--- src/hw/rtl/bod_pkg.sv ---
// ----------------------------------------------------------------------------
// bod_pkg
// shared types and constants of the byte-offset delta decoder
// ----------------------------------------------------------------------------
`default_nettype none

package bod_pkg;

	// escape level of the parser: width of the delta being gathered
	typedef enum logic [1:0] {
		ESC_8  = 2'd0,
		ESC_16 = 2'd1,
		ESC_32 = 2'd2,
		ESC_64 = 2'd3
	} esc_level_t;

	typedef logic [31:0] delta_t;

	// one finished delta moving between the parts
	typedef struct packed {
		logic   valid;
		delta_t delta;
	} delta_word_t;

	localparam int COUNT_W  = 25;
	localparam int PIXELS_W = 24;

	localparam logic [COUNT_W-1:0] COUNT_MAX = 25'h100_0000;
	localparam logic [COUNT_W-1:0] COUNT_MIN = 25'd1;

	// escape markers
	localparam logic [7:0]  ESCAPE_8  = 8'h80;
	localparam logic [15:0] ESCAPE_16 = 16'h8000;
	localparam logic [31:0] ESCAPE_32 = 32'h8000_0000;

	// byte positions inside the wide deltas
	localparam logic [2:0] IDX_FIRST    = 3'd0;
	localparam logic [2:0] IDX_SECOND   = 3'd1;
	localparam logic [2:0] IDX_32_LAST  = 3'd3;
	localparam logic [2:0] IDX_64_HIGH  = 3'd4;
	localparam logic [2:0] IDX_64_LAST  = 3'd7;

	// register map: address bit 2 selects the register
	localparam logic REG_ELEMENT_COUNT = 1'b0;

endpackage

`default_nettype wire

--- src/hw/rtl/byte_offset_delta_decoder.sv ---
// ----------------------------------------------------------------------------
// byte_offset_delta_decoder
// rebuilds 32-bit signed pixels from a byte-offset compressed byte stream
// ----------------------------------------------------------------------------
// One compressed byte is taken per clock cycle, every cycle, as long as the
// delta queue has room; the queue only fills when the output side stalls.
// A byte that completes a delta produces one pixel, held first in the delta
// queue and then in the output register. Escape bytes and partial wide
// deltas produce no word. The pixel rate is set by the single 32-bit add of
// the accumulator, one pixel per cycle while the output side does not stall.
// element_count (register 0, byte address 0) sets the pixels per array;
// after the last pixel the running sum and pixel count return to zero.
// Write it only while the block is idle.
// ----------------------------------------------------------------------------
`default_nettype none

module byte_offset_delta_decoder #(
	parameter int QUEUE_DEPTH = 4   // delta words buffered between parser and accumulator
) (
	input  wire logic         clk,
	input  wire logic         arst_n,

	// apb-style configuration port
	input  wire logic         psel,
	input  wire logic         penable,
	input  wire logic         pwrite,
	input  wire logic [2:0]   paddr,
	input  wire logic [31:0]  pwdata,
	output logic [31:0]       prdata,
	output logic              pready,

	// compressed byte input
	input  wire logic         in_valid,
	output logic              in_stall,
	input  wire logic [7:0]   data_byte,

	// pixel output
	output logic              out_valid,
	input  wire logic         out_stall,
	output logic signed [31:0] pixel_value,
	output logic              last_pixel
);

	// configuration register
	logic [bod_pkg::COUNT_W-1:0] element_count_q;
	logic                        cfg_write;

	assign pready    = 1'b1;
	assign cfg_write = psel && penable && pwrite && pready;

	always_ff @(posedge clk or negedge arst_n) begin
		if (!arst_n) begin
			element_count_q <= bod_pkg::COUNT_MIN;
		end else if (cfg_write && (paddr[2] == bod_pkg::REG_ELEMENT_COUNT)) begin
			element_count_q <= pwdata[bod_pkg::COUNT_W-1:0];
		end
	end

	// read back; unmapped address reads zero
	assign prdata = (paddr[2] == bod_pkg::REG_ELEMENT_COUNT)
		? {{(32 - bod_pkg::COUNT_W){1'b0}}, element_count_q} : 32'd0;

	// front: byte parser, stalls only on a full queue
	bod_pkg::delta_word_t front_word;
	bod_pkg::delta_word_t head_word;
	logic                 queue_full;
	logic                 take_byte;
	logic                 pop;

	assign in_stall  = queue_full;
	assign take_byte = in_valid && !in_stall;

	bod_front u_front (
		.clk       (clk),
		.arst_n    (arst_n),
		.take      (take_byte),
		.data_byte (data_byte),
		.word      (front_word)
	);

	// queue of finished deltas, lets parser and accumulator stall separately
	bod_queue #(
		.DEPTH (QUEUE_DEPTH)
	) u_queue (
		.clk       (clk),
		.arst_n    (arst_n),
		.push_word (front_word),
		.pop       (pop),
		.head      (head_word),
		.full      (queue_full)
	);

	// back: running sum, array count, registered output word
	bod_back u_back (
		.clk           (clk),
		.arst_n        (arst_n),
		.head          (head_word),
		.element_count (element_count_q),
		.out_stall     (out_stall),
		.pop           (pop),
		.pixel_value   (pixel_value),
		.last_pixel    (last_pixel),
		.out_valid     (out_valid)
	);

endmodule

`default_nettype wire

--- src/hw/rtl/bod_front.sv ---
// ----------------------------------------------------------------------------
// bod_front
// byte parser: follows the escape levels and gathers little-endian deltas
// ----------------------------------------------------------------------------
`default_nettype none

module bod_front (
	input  wire logic                clk,
	input  wire logic                arst_n,
	input  wire logic                take,
	input  wire logic [7:0]          data_byte,
	output bod_pkg::delta_word_t     word
);

	bod_pkg::esc_level_t lvl_q, lvl_d;
	logic [2:0]          idx_q, idx_d;
	bod_pkg::delta_t     gath_q, gath_d;

	always_ff @(posedge clk or negedge arst_n) begin
		if (!arst_n) begin
			lvl_q  <= bod_pkg::ESC_8;
			idx_q  <= bod_pkg::IDX_FIRST;
			gath_q <= '0;
		end else begin
			lvl_q  <= lvl_d;
			idx_q  <= idx_d;
			gath_q <= gath_d;
		end
	end

	bod_pkg::delta_t lane;
	bod_pkg::delta_t gath_new;
	logic [15:0]     v16;

	always_comb begin
		lane     = {24'd0, data_byte} << {idx_q[1:0], 3'b000};
		gath_new = gath_q | lane;
		v16      = {data_byte, gath_q[7:0]};
		lvl_d    = lvl_q;
		idx_d    = idx_q;
		gath_d   = gath_q;
		word     = '0;
		if (take) begin
			case (lvl_q)
				bod_pkg::ESC_8: begin
					if (data_byte == bod_pkg::ESCAPE_8) begin
						lvl_d  = bod_pkg::ESC_16;
						idx_d  = bod_pkg::IDX_FIRST;
						gath_d = '0;
					end else begin
						word.valid = 1'b1;
						word.delta = {{24{data_byte[7]}}, data_byte};
					end
				end
				bod_pkg::ESC_16: begin
					if (idx_q == bod_pkg::IDX_FIRST) begin
						gath_d = {24'd0, data_byte};
						idx_d  = bod_pkg::IDX_SECOND;
					end else if (v16 == bod_pkg::ESCAPE_16) begin
						lvl_d  = bod_pkg::ESC_32;
						idx_d  = bod_pkg::IDX_FIRST;
						gath_d = '0;
					end else begin
						word.valid = 1'b1;
						word.delta = {{16{v16[15]}}, v16};
					end
				end
				bod_pkg::ESC_32: begin
					if (idx_q < bod_pkg::IDX_32_LAST) begin
						gath_d = gath_new;
						idx_d  = idx_q + 3'd1;
					end else if (gath_new == bod_pkg::ESCAPE_32) begin
						lvl_d  = bod_pkg::ESC_64;
						idx_d  = bod_pkg::IDX_FIRST;
						gath_d = '0;
					end else begin
						word.valid = 1'b1;
						word.delta = gath_new;
					end
				end
				bod_pkg::ESC_64: begin
					// high half of the 64-bit delta is dropped
					if (idx_q < bod_pkg::IDX_64_HIGH) begin
						gath_d = gath_new;
					end
					if (idx_q < bod_pkg::IDX_64_LAST) begin
						idx_d = idx_q + 3'd1;
					end else begin
						word.valid = 1'b1;
						word.delta = gath_q;
					end
				end
				default: begin
					lvl_d = bod_pkg::ESC_8;
				end
			endcase
			if (word.valid) begin
				lvl_d  = bod_pkg::ESC_8;
				idx_d  = bod_pkg::IDX_FIRST;
				gath_d = '0;
			end
		end
	end

endmodule

`default_nettype wire

--- src/hw/rtl/bod_queue.sv ---
// ----------------------------------------------------------------------------
// bod_queue
// short fifo of finished deltas between parser and accumulator
// ----------------------------------------------------------------------------
`default_nettype none

module bod_queue #(
	parameter int DEPTH = 4
) (
	input  wire logic                clk,
	input  wire logic                arst_n,
	input  wire bod_pkg::delta_word_t push_word,
	input  wire logic                pop,
	output bod_pkg::delta_word_t     head,
	output logic                     full
);

	localparam int PTR_W = (DEPTH > 1) ? $clog2(DEPTH) : 1;
	localparam int CNT_W = $clog2(DEPTH + 1);
	localparam logic [PTR_W-1:0] PTR_LAST = PTR_W'(DEPTH - 1);
	localparam logic [CNT_W-1:0] CNT_FULL = CNT_W'(DEPTH);

	bod_pkg::delta_t  mem [DEPTH];
	logic [PTR_W-1:0] wr_ptr_q, rd_ptr_q;
	logic [CNT_W-1:0] cnt_q;
	logic             do_push, do_pop;

	assign full    = (cnt_q == CNT_FULL);
	assign head    = '{valid: (cnt_q != '0), delta: mem[rd_ptr_q]};
	assign do_push = push_word.valid && !full;
	assign do_pop  = pop && head.valid;

	always_ff @(posedge clk) begin
		if (do_push) begin
			mem[wr_ptr_q] <= push_word.delta;
		end
	end

	always_ff @(posedge clk or negedge arst_n) begin
		if (!arst_n) begin
			wr_ptr_q <= '0;
			rd_ptr_q <= '0;
			cnt_q    <= '0;
		end else begin
			if (do_push) begin
				wr_ptr_q <= (wr_ptr_q == PTR_LAST) ? '0 : wr_ptr_q + PTR_W'(1);
			end
			if (do_pop) begin
				rd_ptr_q <= (rd_ptr_q == PTR_LAST) ? '0 : rd_ptr_q + PTR_W'(1);
			end
			if (do_push && !do_pop) begin
				cnt_q <= cnt_q + CNT_W'(1);
			end else if (do_pop && !do_push) begin
				cnt_q <= cnt_q - CNT_W'(1);
			end
		end
	end

endmodule

`default_nettype wire

--- src/hw/rtl/bod_back.sv ---
// ----------------------------------------------------------------------------
// bod_back
// accumulator: running sum, pixel count and output register
// ----------------------------------------------------------------------------
`default_nettype none

module bod_back (
	input  wire logic                          clk,
	input  wire logic                          arst_n,
	input  wire bod_pkg::delta_word_t          head,
	input  wire logic [bod_pkg::COUNT_W-1:0]   element_count,
	input  wire logic                          out_stall,
	output logic                               pop,
	output logic signed [31:0]                 pixel_value,
	output logic                               last_pixel,
	output logic                               out_valid
);

	bod_pkg::delta_t               sum_q;
	logic [bod_pkg::PIXELS_W-1:0]  done_q;
	logic                          valid_q;
	bod_pkg::delta_t               pixel_q;
	logic                          last_q;

	logic [bod_pkg::COUNT_W-1:0]   limit;
	logic [bod_pkg::COUNT_W-1:0]   done_inc;
	bod_pkg::delta_t               sum_next;
	logic                          is_last;

	always_comb begin
		if (element_count == '0) begin
			limit = bod_pkg::COUNT_MIN;
		end else if (element_count > bod_pkg::COUNT_MAX) begin
			limit = bod_pkg::COUNT_MAX;
		end else begin
			limit = element_count;
		end
	end

	assign done_inc = {1'b0, done_q} + bod_pkg::COUNT_W'(1);
	assign is_last  = (done_inc >= limit);
	assign sum_next = sum_q + head.delta;
	assign pop      = head.valid && (!valid_q || !out_stall);

	always_ff @(posedge clk or negedge arst_n) begin
		if (!arst_n) begin
			sum_q   <= '0;
			done_q  <= '0;
			valid_q <= 1'b0;
		end else begin
			if (pop) begin
				valid_q <= 1'b1;
				if (is_last) begin
					sum_q  <= '0;
					done_q <= '0;
				end else begin
					sum_q  <= sum_next;
					done_q <= done_inc[bod_pkg::PIXELS_W-1:0];
				end
			end else if (!out_stall) begin
				valid_q <= 1'b0;
			end
		end
	end

	always_ff @(posedge clk) begin
		if (pop) begin
			pixel_q <= sum_next;
			last_q  <= is_last;
		end
	end

	assign pixel_value = pixel_q;
	assign last_pixel  = last_q;
	assign out_valid   = valid_q;

endmodule

`default_nettype wire

--- config.mk ---
export PLATFORM = sky130hd
export DESIGN_NAME = byte_offset_delta_decoder
export DESIGN_NICKNAME = d
export VERILOG_FILES = /design/src/hw/rtl/bod_pkg.sv /design/src/hw/rtl/byte_offset_delta_decoder.sv /design/src/hw/rtl/bod_front.sv /design/src/hw/rtl/bod_queue.sv /design/src/hw/rtl/bod_back.sv
export SDC_FILE = /design/constraint.sdc
export NUM_CORES = 1
export LEC_CHECK = 0
export ABC_AREA = 1
export BUFFER_PORTS_ARGS = -buffer_cell sky130_fd_sc_hd__buf_2
export CAP_MARGIN = 20
export CORE_MARGIN = 2
export CORE_UTILIZATION = 61
export DETAILED_ROUTE_END_ITERATION = 7
export HOLD_SLACK_MARGIN = 0.05
export PLACE_DENSITY_LB_ADDON = 0.12
export SKIP_LAST_GASP = 1
export SYNTH_ARGS = -nofsm -noshare
export SYNTH_HDL_FRONTEND = slang
export SYNTH_SLANG_ARGS = --single-unit
--- constraint.sdc ---
create_clock -name clk -period 4.85 [get_ports clk]
set_input_delay 0.97 -clock clk [delete_from_list [all_inputs] [get_ports clk]]
set_output_delay 0.97 -clock clk [all_outputs]
set_load 0.03 [all_outputs]
==> impl_metrics.json, run 1 <==
{
  "status": "finished, final reports clean",
  "crit_path_max_fanout": 47,
  "p_switching_uw": 5730,
  "final_cell_mix": "nand2_1 (335), nor2_1 (217), inv_1 (170), edfxtp_1 (161), dfrtp_1 (125)",
  "setup_viol_count_final": 0,
  "yosys_warnings": 0,
  "grt_pass1_wl_um": 60100,
  "power_uw": 12700,
  "drv_slew": 0,
  "fin_crit_sh": 0.885,
  "ctsLongestPathBuffers": 3,
  "hpwl_um": 25700,
  "drtPass1Iterations": 5,
  "tns_ns": 0,
  "fmax_ghz": 0.233,
  "ioPinCount": 118,
  "comb_power_share": 0.513,
  "drtAntennaViolNets": 0,
  "gp_congestion": 0.943,
  "clk_pin_slew_ns": 0.06,
  "vias_per_cell": 5.75,
  "hold_violations": 0,
  "syn_inst": 1715,
  "cts_htree_levels": 1,
  "seqPwrFrac": 0.308,
  "die_y_um": 163,
  "critPathLaunchType": "flop",
  "fin_skew_ns": 0.0139,
  "drc": 0,
  "cts.sinks": 287,
  "grt_start_max_net_pins": 67,
  "drt_iter0_markers": 1008,
  "routed_wirelength_um": 37300,
  "insertedDiodeCount": 0,
  "cts-resized-gates": 0,
  "irDropWorstVdd_v": 0.000489,
  "netlist_area_mm2": 0.0153,
  "final_nets": 1916,
  "antenna_found_initial": 0,
  "hold_class": "primary input to async pin",
  "gr-usage-all-layers": 0.285,
  "cp_data_arrival_time_ns": 4.78,
  "clock_latency_ns": 0.56,
  "fp.dieW_um": 163,
  "core.rowCount": 58,
  "cp_cell_sequence": "ha_1 -> nand2_1 -> nor2_1 -> nand3_1 -> nor2_1 -> nand2_1 -> nor2_1 -> inv_1 -> nor3_1 -> nand3_1 -> xnor2_1 -> ha_1 -> a21oi_1 -> o21ai_0 -> a211oi_1 -> nand4_1 -> inv_2 -> nand2_1 -> nand2_1",
  "synth_cell_type_count": 56,
  "power.density_mw_per_mm2": 745,
  "tightest_slew_ns": 0.947,
  "holdBufCountCts": 0,
  "p_leak_uw": 0.00765,
  "ys_seq_elements": 287,
  "crit_path_max_incr_delay_ns": 0.67,
  "io_buffers": 100,
  "vias": 12400,
  "finalCriticalPeriod_ns": 4.29,
  "wire_per_inst_um": 17.3,
  "cts_tree": "done",
  "internal_power_uw": 6950,
  "criticalPathCategory": "flop to flop",
  "finalWorstSetupSlack_ns": 0.555,
  "crit_top_cell": "nand2_1",
  "syn_to_final_growth_pct": 11.0,
  "cap_violations": 0,
  "initial_core_util": 0.615,
  "cpMaxStageDelayCell": "inv_2",
  "die_area_mm2": 0.0264,
  "seq_area_frac_synth": 0.521,
  "final_common_cell": "nand2_1",
  "place_ws_ns": 0.605,
  "drive_gt1_frac": 0.106,
  "avgSynthCellArea_um2": 8.95,
  "cts_root_buffer": "clkbuf_16",
  "cts_buffers": 30,
  "crit_path_end_kind": "flop",
  "grt_pass1_vias": 11800,
  "critPathRequiredTime_ns": 5.33,
  "grt_remaining_overflow": 0,
  "p_clk_frac": 0.178,
  "p_sw_frac": 0.452,
  "fp.coreArea_mm2": 0.0250,
  "rsz0062_at_grt": "false",
  "maxSlewHeadroom": 0.369,
  "cts_setup_buffers": 0
}
==> cells in the mapped netlist, drive strengths merged <==
master	number	area share
xor2	39	0.022
dfrtp	125	0.20
inv	176	0.043
a31oi	17	0.0069
edfxtp	161	0.32
nand2	337	0.083
ha	69	0.056
dfstp	1	0.0017
a21boi	1	0.00049
nor2	223	0.055
o221ai	8	0.0046
o211ai	10	0.0049
o221a	7	0.0051
nand3b	1	0.00049
conb	2	0.00049
o31ai	2	0.0013
mux2i	1	0.00065
o21a	2	0.00098
a211oi	2	0.00098
clkbuf	46	0.011
nor4b	1	0.00057
a32oi	1	0.00057
nand4	34	0.015
clkinv	2	0.00049
o2111ai	1	0.00057
and2	1	0.00041
a21oi	112	0.037
buf	29	0.014
a221oi	1	0.00057
fa	2	0.0026
mux2	1	0.00073
nor3b	1	0.00049
nand3	81	0.027
nor4	12	0.0049
xnor2	16	0.0091
o21bai	4	0.0020
o21ai	125	0.041
or2	1	0.00041
a22oi	1	0.0014
a21o	2	0.00098
o22ai	44	0.018
nor3	13	0.0046
==> power groups by stage <==
stage / Combinational, uW / Clock, uW / Sequential (uW)
5_1_grt: 7290 / 2410 / 3970
3_3_place_gp: 6270 / 0 / 3930
2_1_floorplan: 4450 / 0 / 4200
4_1_cts: 6460 / 2300 / 3910
6_report: 6510 / 2260 / 3910
3_5_place_dp: 6430 / 0 / 3950
==> path summary, 6_finish.rpt <==
| path | cells after the start | start | endpoint | slack [ns] |
|---|---|---|---|---|
| hold reg to reg | 2 | u_back.sum_q[21] | u_back.sum_q[21] | 0.49 |
| setup reg to reg | 19 | u_back.done_q[0] | u_back.sum_q[10] | 0.56 |
| min in group clk | 2 | u_back.sum_q[21] | u_back.sum_q[21] | 0.49 |
| max in group asynchronous | 2 | arst_n | u_front.gath_q[20] | 3.23 |
| setup / recovery | 19 | u_back.done_q[0] | u_back.sum_q[10] | 0.56 |
| hold / removal | 1 | arst_n | u_back.sum_q[11] | 0.49 |
==> stage by stage <==
step / instance area [um^2] / utilization / hold WS, ns / instances
after floorplan: 15400 / - / 0.455 / 1721
after global placement: 16000 / 0.643 / 0.469 / 2093
after detailed placement: 16000 / 0.643 / 0.476 / 2093
after CTS: 17000 / 0.682 / 0.492 / 2149
final: 17000 / 0.682 / 0.488 / 2149
after global routing: 17000 / 0.682 / 0.510 / 2149
==> flip-flops by register name, indices dropped and copies added (netlist names) <==
register,flops
u_front.gath_q,32
u_front.idx_q,3
element_count_q,25
u_back.pixel_value,32
u_front.lvl_q,2
u_queue.cnt_q,3
u_back.done_q,24
u_back.sum_q,32
u_queue.wr_ptr_q,2
u_queue.rd_ptr_q,2
u_queue.mem,128
u_back.last_pixel,1
u_back.out_valid,1
==> critical path: cells and delay by family, from the launching register on <==
family	cells	cell delay (ns)
simple gates	11	1.64
buf+inv	2	0.76
fa+ha+maj	2	0.50
xor+xnor	1	0.27
flops	1	0.41
compound gates	3	0.59
==> cell type report <==
class,instances,area (um^2)
clock inverters,16,175
clock buffers,40,808
repair buffers,117,631
inverters,178,671
well taps,330,413
flip-flops and latches,287,7990
multi-input cells,1181,6340
fillers,2025,7940
==> kinds of logic (layout without fill, tap and decap cells) <==
| group | after synthesis | in the layout | share of synthesized area |
|---|---|---|---|
| fa+ha+maj | 71 | 71 | 0.0589 |
| flops | 287 | 287 | 0.521 |
| mux | 2 | 2 | 0.00139 |
| other cells | 2 | 8 | 0.000489 |
| buf+inv | 253 | 351 | 0.0687 |
| xor+xnor | 55 | 55 | 0.0314 |
| compound gates | 340 | 340 | 0.127 |
| simple gates | 705 | 705 | 0.192 |
==> metal layers <==
layer  wire (um)  share of wire  global-route usage  up-vias
li1            -              -                   -     5985
met1       16500           0.44               0.399     5959
met2       17600           0.47               0.468      350
met3        2180          0.059              0.0395       58
met4         942          0.025              0.0861        0
met5           0              0                   0        -
Power figures use the tool's default switching activity.
==> run 2: changes to the inputs <==
Settings changed: PLACE_DENSITY from default to 0.81, PLACE_DENSITY_LB_ADDON 0.12 to default.
==> run 2 against run 1 <==
Register-to-register slack worse by 0.08 ns. Critical endpoint is now u_back.sum_q[25]. Global-route usage down 0.32 points. Sequential power about the same. Critical path type unchanged. Die area unchanged. First-iteration DRC count up 41%. Design area up 0.74%. Via count up 0.17%. Core utilization up 0.50 points.
==> impl_metrics.json, run 2 (synthesis results as in run 1) <==
{
  "grt_pass1_vias": 11500,
  "syn_to_final_growth_pct": 11.8,
  "fp.dieW_um": 163,
  "p_leak_uw": 0.00773,
  "r2r_slack_ns": 0.47,
  "grt_pass1_wl_um": 58900,
  "cts_htree_levels": 1,
  "worst_r2r_endpoint": "u_back.sum_q[25]",
  "crit_path_max_fanout": 47,
  "nFillCells": 1976,
  "drtPass1Iterations": 8,
  "critPathRequiredTime_ns": 5.33,
  "critPathCapture": "u_back.sum_q[25]",
  "maxSlewHeadroom": 0.380,
  "insertedDiodeCount": 0,
  "io_buffers": 100,
  "drc": 0,
  "regToRegStartpoint": "u_back.done_q[0]",
  "final_common_cell": "nand2_1",
  "status": "finished, final reports clean",
  "ioPinCount": 118,
  "cts_root_buffer": "clkbuf_16",
  "drv_slew": 0,
  "cp-startpoint": "u_back.done_q[0]",
  "wl_met3_um": 2850,
  "tns_ns": 0,
  "wl_met2_um": 17400,
  "hpwl_um": 25300,
  "met1_length_um": 16300,
  "cts_tree": "done",
  "dp.cells": 2098,
  "fp.coreArea_mm2": 0.0250,
  "finalCriticalPeriod_ns": 4.38,
  "seq_area_mm2": 0.00799,
  "hold_violations": 0,
  "power.density_mw_per_mm2": 753,
  "topRoutingLayerUsed": "met4",
  "cp_data_arrival_time_ns": 4.86,
  "initial_core_util": 0.615,
  "setup_viol_count_final": 0,
  "die_y_um": 163,
  "clock_latency_ns": 0.55,
  "drive_gt1_frac": 0.111,
  "holdBufCountCts": 0,
  "vias_per_cell": 5.75,
  "die_area_mm2": 0.0264,
  "largest_reg_flops": 128,
  "gr-usage-all-layers": 0.282,
  "vias": 12400,
  "cts_buffers": 30,
  "utilization": 0.687,
  "ctsLongestPathBuffers": 3,
  "fmax_ghz": 0.228,
  "drt_iter0_markers": 1418,
  "grt_start_max_net_pins": 68,
  "hold_class": "flop to flop",
  "antenna_found_initial": 0,
  "critPathLaunchType": "flop",
  "instances_no_fill": 2153,
  "fin_crit_sh": 0.903,
  "rsz0062_at_grt": "false",
  "top_register": "u_queue.mem",
  "tightest_slew_ns": 0.930,
  "cts-resized-gates": 0,
  "clk_pin_slew_ns": 0.06,
  "fin_skew_ns": 0.0125,
  "wire_per_inst_um": 17.3,
  "criticalPathCategory": "flop to flop",
  "core.rowCount": 58,
  "crit_path_end_kind": "flop",
  "cts_setup_buffers": 0,
  "gp_congestion": 0.938,
  "drtAntennaViolNets": 0,
  "final_nets": 1921,
  "cts.sinks": 287,
  "grt_remaining_overflow": 0,
  "ff2ff_path_depth": 19,
  "irDropWorstVdd_v": 0.000548,
  "routed_wirelength_um": 37300,
  "cap_violations": 0,
  "multiInputGateArea_mm2": 0.00634,
  "final_cell_mix": "nand2_1 (335), nor2_1 (217), inv_1 (170), edfxtp_1 (161), dfrtp_1 (125)"
}
[run 2: layout make-up]
cell class,instances,area share
well taps,330,0.0241
multi-input cells,1181,0.370
clock buffers,35,0.0473
inverters,178,0.0391
flip-flops and latches,287,0.466
clock inverters,20,0.0144
repair buffers,122,0.0397
[run 2: report_power, final]
part,switching [uW],internal [uW],total [uW]
Clock,965,1470,2430
Combinational,4530,2050,6580
Sequential,289,3620,3910
[run 2: how the worst min path moves through the flow]
| stage | start | to | slack [ns] | cells past startpoint |
|---|---|---|---|---|
| floorplan | u_back.sum_q[30] | u_back.sum_q[30] | 0.46 | 2 |
| global route | u_back.sum_q[2] | u_back.sum_q[2] | 0.52 | 2 |
| detailed placement | u_back.sum_q[0] | u_back.sum_q[0] | 0.47 | 2 |
| finish | u_back.sum_q[22] | u_back.sum_q[22] | 0.49 | 2 |
| global placement | u_back.sum_q[17] | u_back.sum_q[17] | 0.47 | 2 |
| CTS | u_back.sum_q[0] | u_back.sum_q[0] | 0.49 | 2 |
[run 2: critical path: stages (launching register included)]
cell and delay [ns]:
dfrtp_1 0.42, ha_1 0.22, nand2_1 0.07, nor2_1 0.15, nand3_1 0.14, nor2_1 0.11
nand2_1 0.12, nor2_1 0.19, inv_1 0.11, nor3_1 0.36, nand3_1 0.16, xnor2_1 0.24
ha_1 0.29, a21oi_1 0.17, o21ai_0 0.13, a211oi_1 0.29, nand4_1 0.17, inv_2 0.69
nand2_1 0.14, nand2_1 0.11
[run 2: stage by stage]
stage	instance area, um^2	total power [uW]	hold WS [ns]	setup WS, ns
global placement	16100	10200	0.469	0.785
floorplan	15400	8650	0.455	1.25
detailed placement	16100	10400	0.472	0.622
global route	17200	13900	0.515	0.0581
CTS	17200	12900	0.489	0.569
finish	17200	12900	0.488	0.471
[run 2: metal layers]
| metal | track usage | vias up |
|---|---|---|
| li1 | - | 6009 |
| met1 | 0.403 | 5802 |
| met2 | 0.458 | 498 |
| met3 | 0.0430 | 64 |
| met4 | 0.0700 | 0 |
| met5 | 0 | - |
==> run 3: changes to the inputs <==
Settings changed: CORE_UTILIZATION 61 to 55, PLACE_DENSITY 0.81 to 0.77.
Clock period 4.85 ns to 3.7 ns, I/O delays scaled along.
==> run 3 against run 2 <==
Total power rose by 32%. Sequential share of layout area is 1.4 points lower. Sequential power is 31% higher. Setup slack got worse by 0.41 ns. Clock-buffer cell count grew 5. Maximum frequency rose by 20%. Core utilization down 4.7 points. Non-clock buffer count grew 29. Critical path type unchanged. Highest routed layer unchanged.
==> impl_metrics.json, run 3 (synthesis results as in run 1) <==
{
  "status": "finished, final reports clean",
  "die_y_um": 171,
  "power.density_mw_per_mm2": 962,
  "gr-usage-all-layers": 0.247,
  "critPathLaunchType": "flop",
  "drtAntennaViolNets": 0,
  "clk_pin_slew_ns": 0.06,
  "finalWorstSetupSlack_ns": 0.0644,
  "top_register": "u_queue.mem",
  "holdBufCountCts": 0,
  "place_ws_ns": -0.00396,
  "fin_skew_ns": 0.0208,
  "final_common_cell": "nand2_1",
  "hpwl_um": 25000,
  "hold_violations": 0,
  "drtPass1Iterations": 6,
  "maxSlewHeadroom": 0.471,
  "grt_pass1_vias": 11600,
  "gp_congestion": 0.964,
  "critPathRequiredTime_ns": 4.20,
  "clock_latency_ns": 0.56,
  "vias_per_cell": 5.63,
  "final_nets": 1950,
  "crit_path_max_fanout": 18,
  "core.rowCount": 61,
  "grt_pass1_wl_um": 58200,
  "irDropWorstVdd_v": 0.000546,
  "rsz0062_at_grt": "true",
  "cts_buffers": 30,
  "initial_core_util": 0.555,
  "routed_wirelength_um": 37100,
  "fp.coreArea_mm2": 0.0276,
  "die_area_mm2": 0.0293,
  "drive_gt1_frac": 0.140,
  "cts_htree_levels": 1,
  "cts.sinks": 287,
  "grt_start_max_net_pins": 67,
  "syn_to_final_growth_pct": 15.2,
  "vias": 12600,
  "cp_data_arrival_time_ns": 4.14,
  "fp.dieW_um": 171,
  "drc": 0,
  "tightest_slew_ns": 0.794,
  "ctsLongestPathBuffers": 3,
  "drv_slew": 0,
  "ioPinCount": 118,
  "crit_path_end_kind": "flop",
  "antenna_found_initial": 0,
  "final_cell_mix": "nand2_1 (325), nor2_1 (212), inv_1 (169), edfxtp_1 (161), dfrtp_1 (125)",
  "grt_remaining_overflow": 0,
  "cap_violations": 0,
  "p_leak_uw": 0.00792,
  "largest_reg_flops": 128,
  "setup_viol_count_final": 0,
  "io_buffers": 100,
  "utilization": 0.640,
  "insertedDiodeCount": 0,
  "hold_class": "primary input to async pin",
  "criticalPathCategory": "flop to flop",
  "cts_tree": "done",
  "drt_iter0_markers": 1144,
  "cts_root_buffer": "clkbuf_16",
  "finalCriticalPeriod_ns": 3.64,
  "fin_crit_sh": 0.983,
  "fmax_ghz": 0.275,
  "wire_per_inst_um": 16.6
}
## run 3: path summary, 6_finish.rpt
kind / cells past startpoint / start / slack (ns) / endpoint
min reg2reg: 2 / u_back.sum_q[19] / 0.49 / u_back.sum_q[19]
max: 21 / u_back.done_q[0] / 0.06 / u_back.sum_q[26]
min: 1 / arst_n / 0.25 / u_back.sum_q[8]
max in group asynchronous: 2 / arst_n / 2.62 / element_count_q[0]
max reg2reg: 21 / u_back.done_q[0] / 0.06 / u_back.sum_q[26]
min in group clk: 3 / pwdata[0] / 0.41 / element_count_q[0]
## run 3: metal layers
layer / track usage / share of wire
met1: 0.348 / 0.43
met2: 0.395 / 0.47
met3: 0.0393 / 0.070
met4: 0.0789 / 0.026
met5: 0 / 0
## run 3: worst max-delay path, stage by stage, from the launching register on
cell	delay, ns
dfrtp_1	0.36
ha_2	0.20
nand2_2	0.07
nor2_4	0.14
nand3_2	0.09
nor2_2	0.11
nand2_2	0.11
nor2_4	0.16
inv_2	0.07
nor3_2	0.12
xor2_1	0.23
ha_1	0.30
a21oi_1	0.20
o21bai_1	0.08
a21oi_1	0.13
a21oi_1	0.10
a211oi_2	0.25
nand4_1	0.25
inv_4	0.24
clkbuf_16	0.22
nand2_1	0.06
nand2_1	0.07
## run 3: timing repair
item / in CTS / in global routing
buffers inserted: 0 / 11
resized for setup: 2 / 43
hold endpoints to repair: 0 / 0
pin swaps: 0 / 13
setup endpoints to repair: 38 / 59
cloned: 0 / 3
## run 3: final cells by class
class,instances,area (um^2)
Clock buffer,40,820
Clock inverter,16,140
Fill cell,2263,9950
Inverter,178,673
Multi-Input combinational cell,1181,6540
Sequential cell,287,7990
Tap cell,378,473
Timing Repair Buffer,151,1050
## run 3: report_power, final
| group | total [uW] | switching [uW] | internal, uW |
|---|---|---|---|
| registers | 5110 | 359 | 4750 |
| logic | 9000 | 6050 | 2950 |
| clock network | 2910 | 1220 | 1690 |
## run 3: stage by stage
stage	instance area (um^2)	TNS [ns]	power [uW]	hold slack [ns]	instances
CTS	17300	0	16700	0.262	2218
floorplan	15400	0	11300	0.444	1721
global route	17700	-5.05	18300	0.287	2231
finish	17700	0	17000	0.247	2231
global placement	16400	0	13500	0.469	2162
detailed placement	16400	-0.00396	13800	0.472	2162
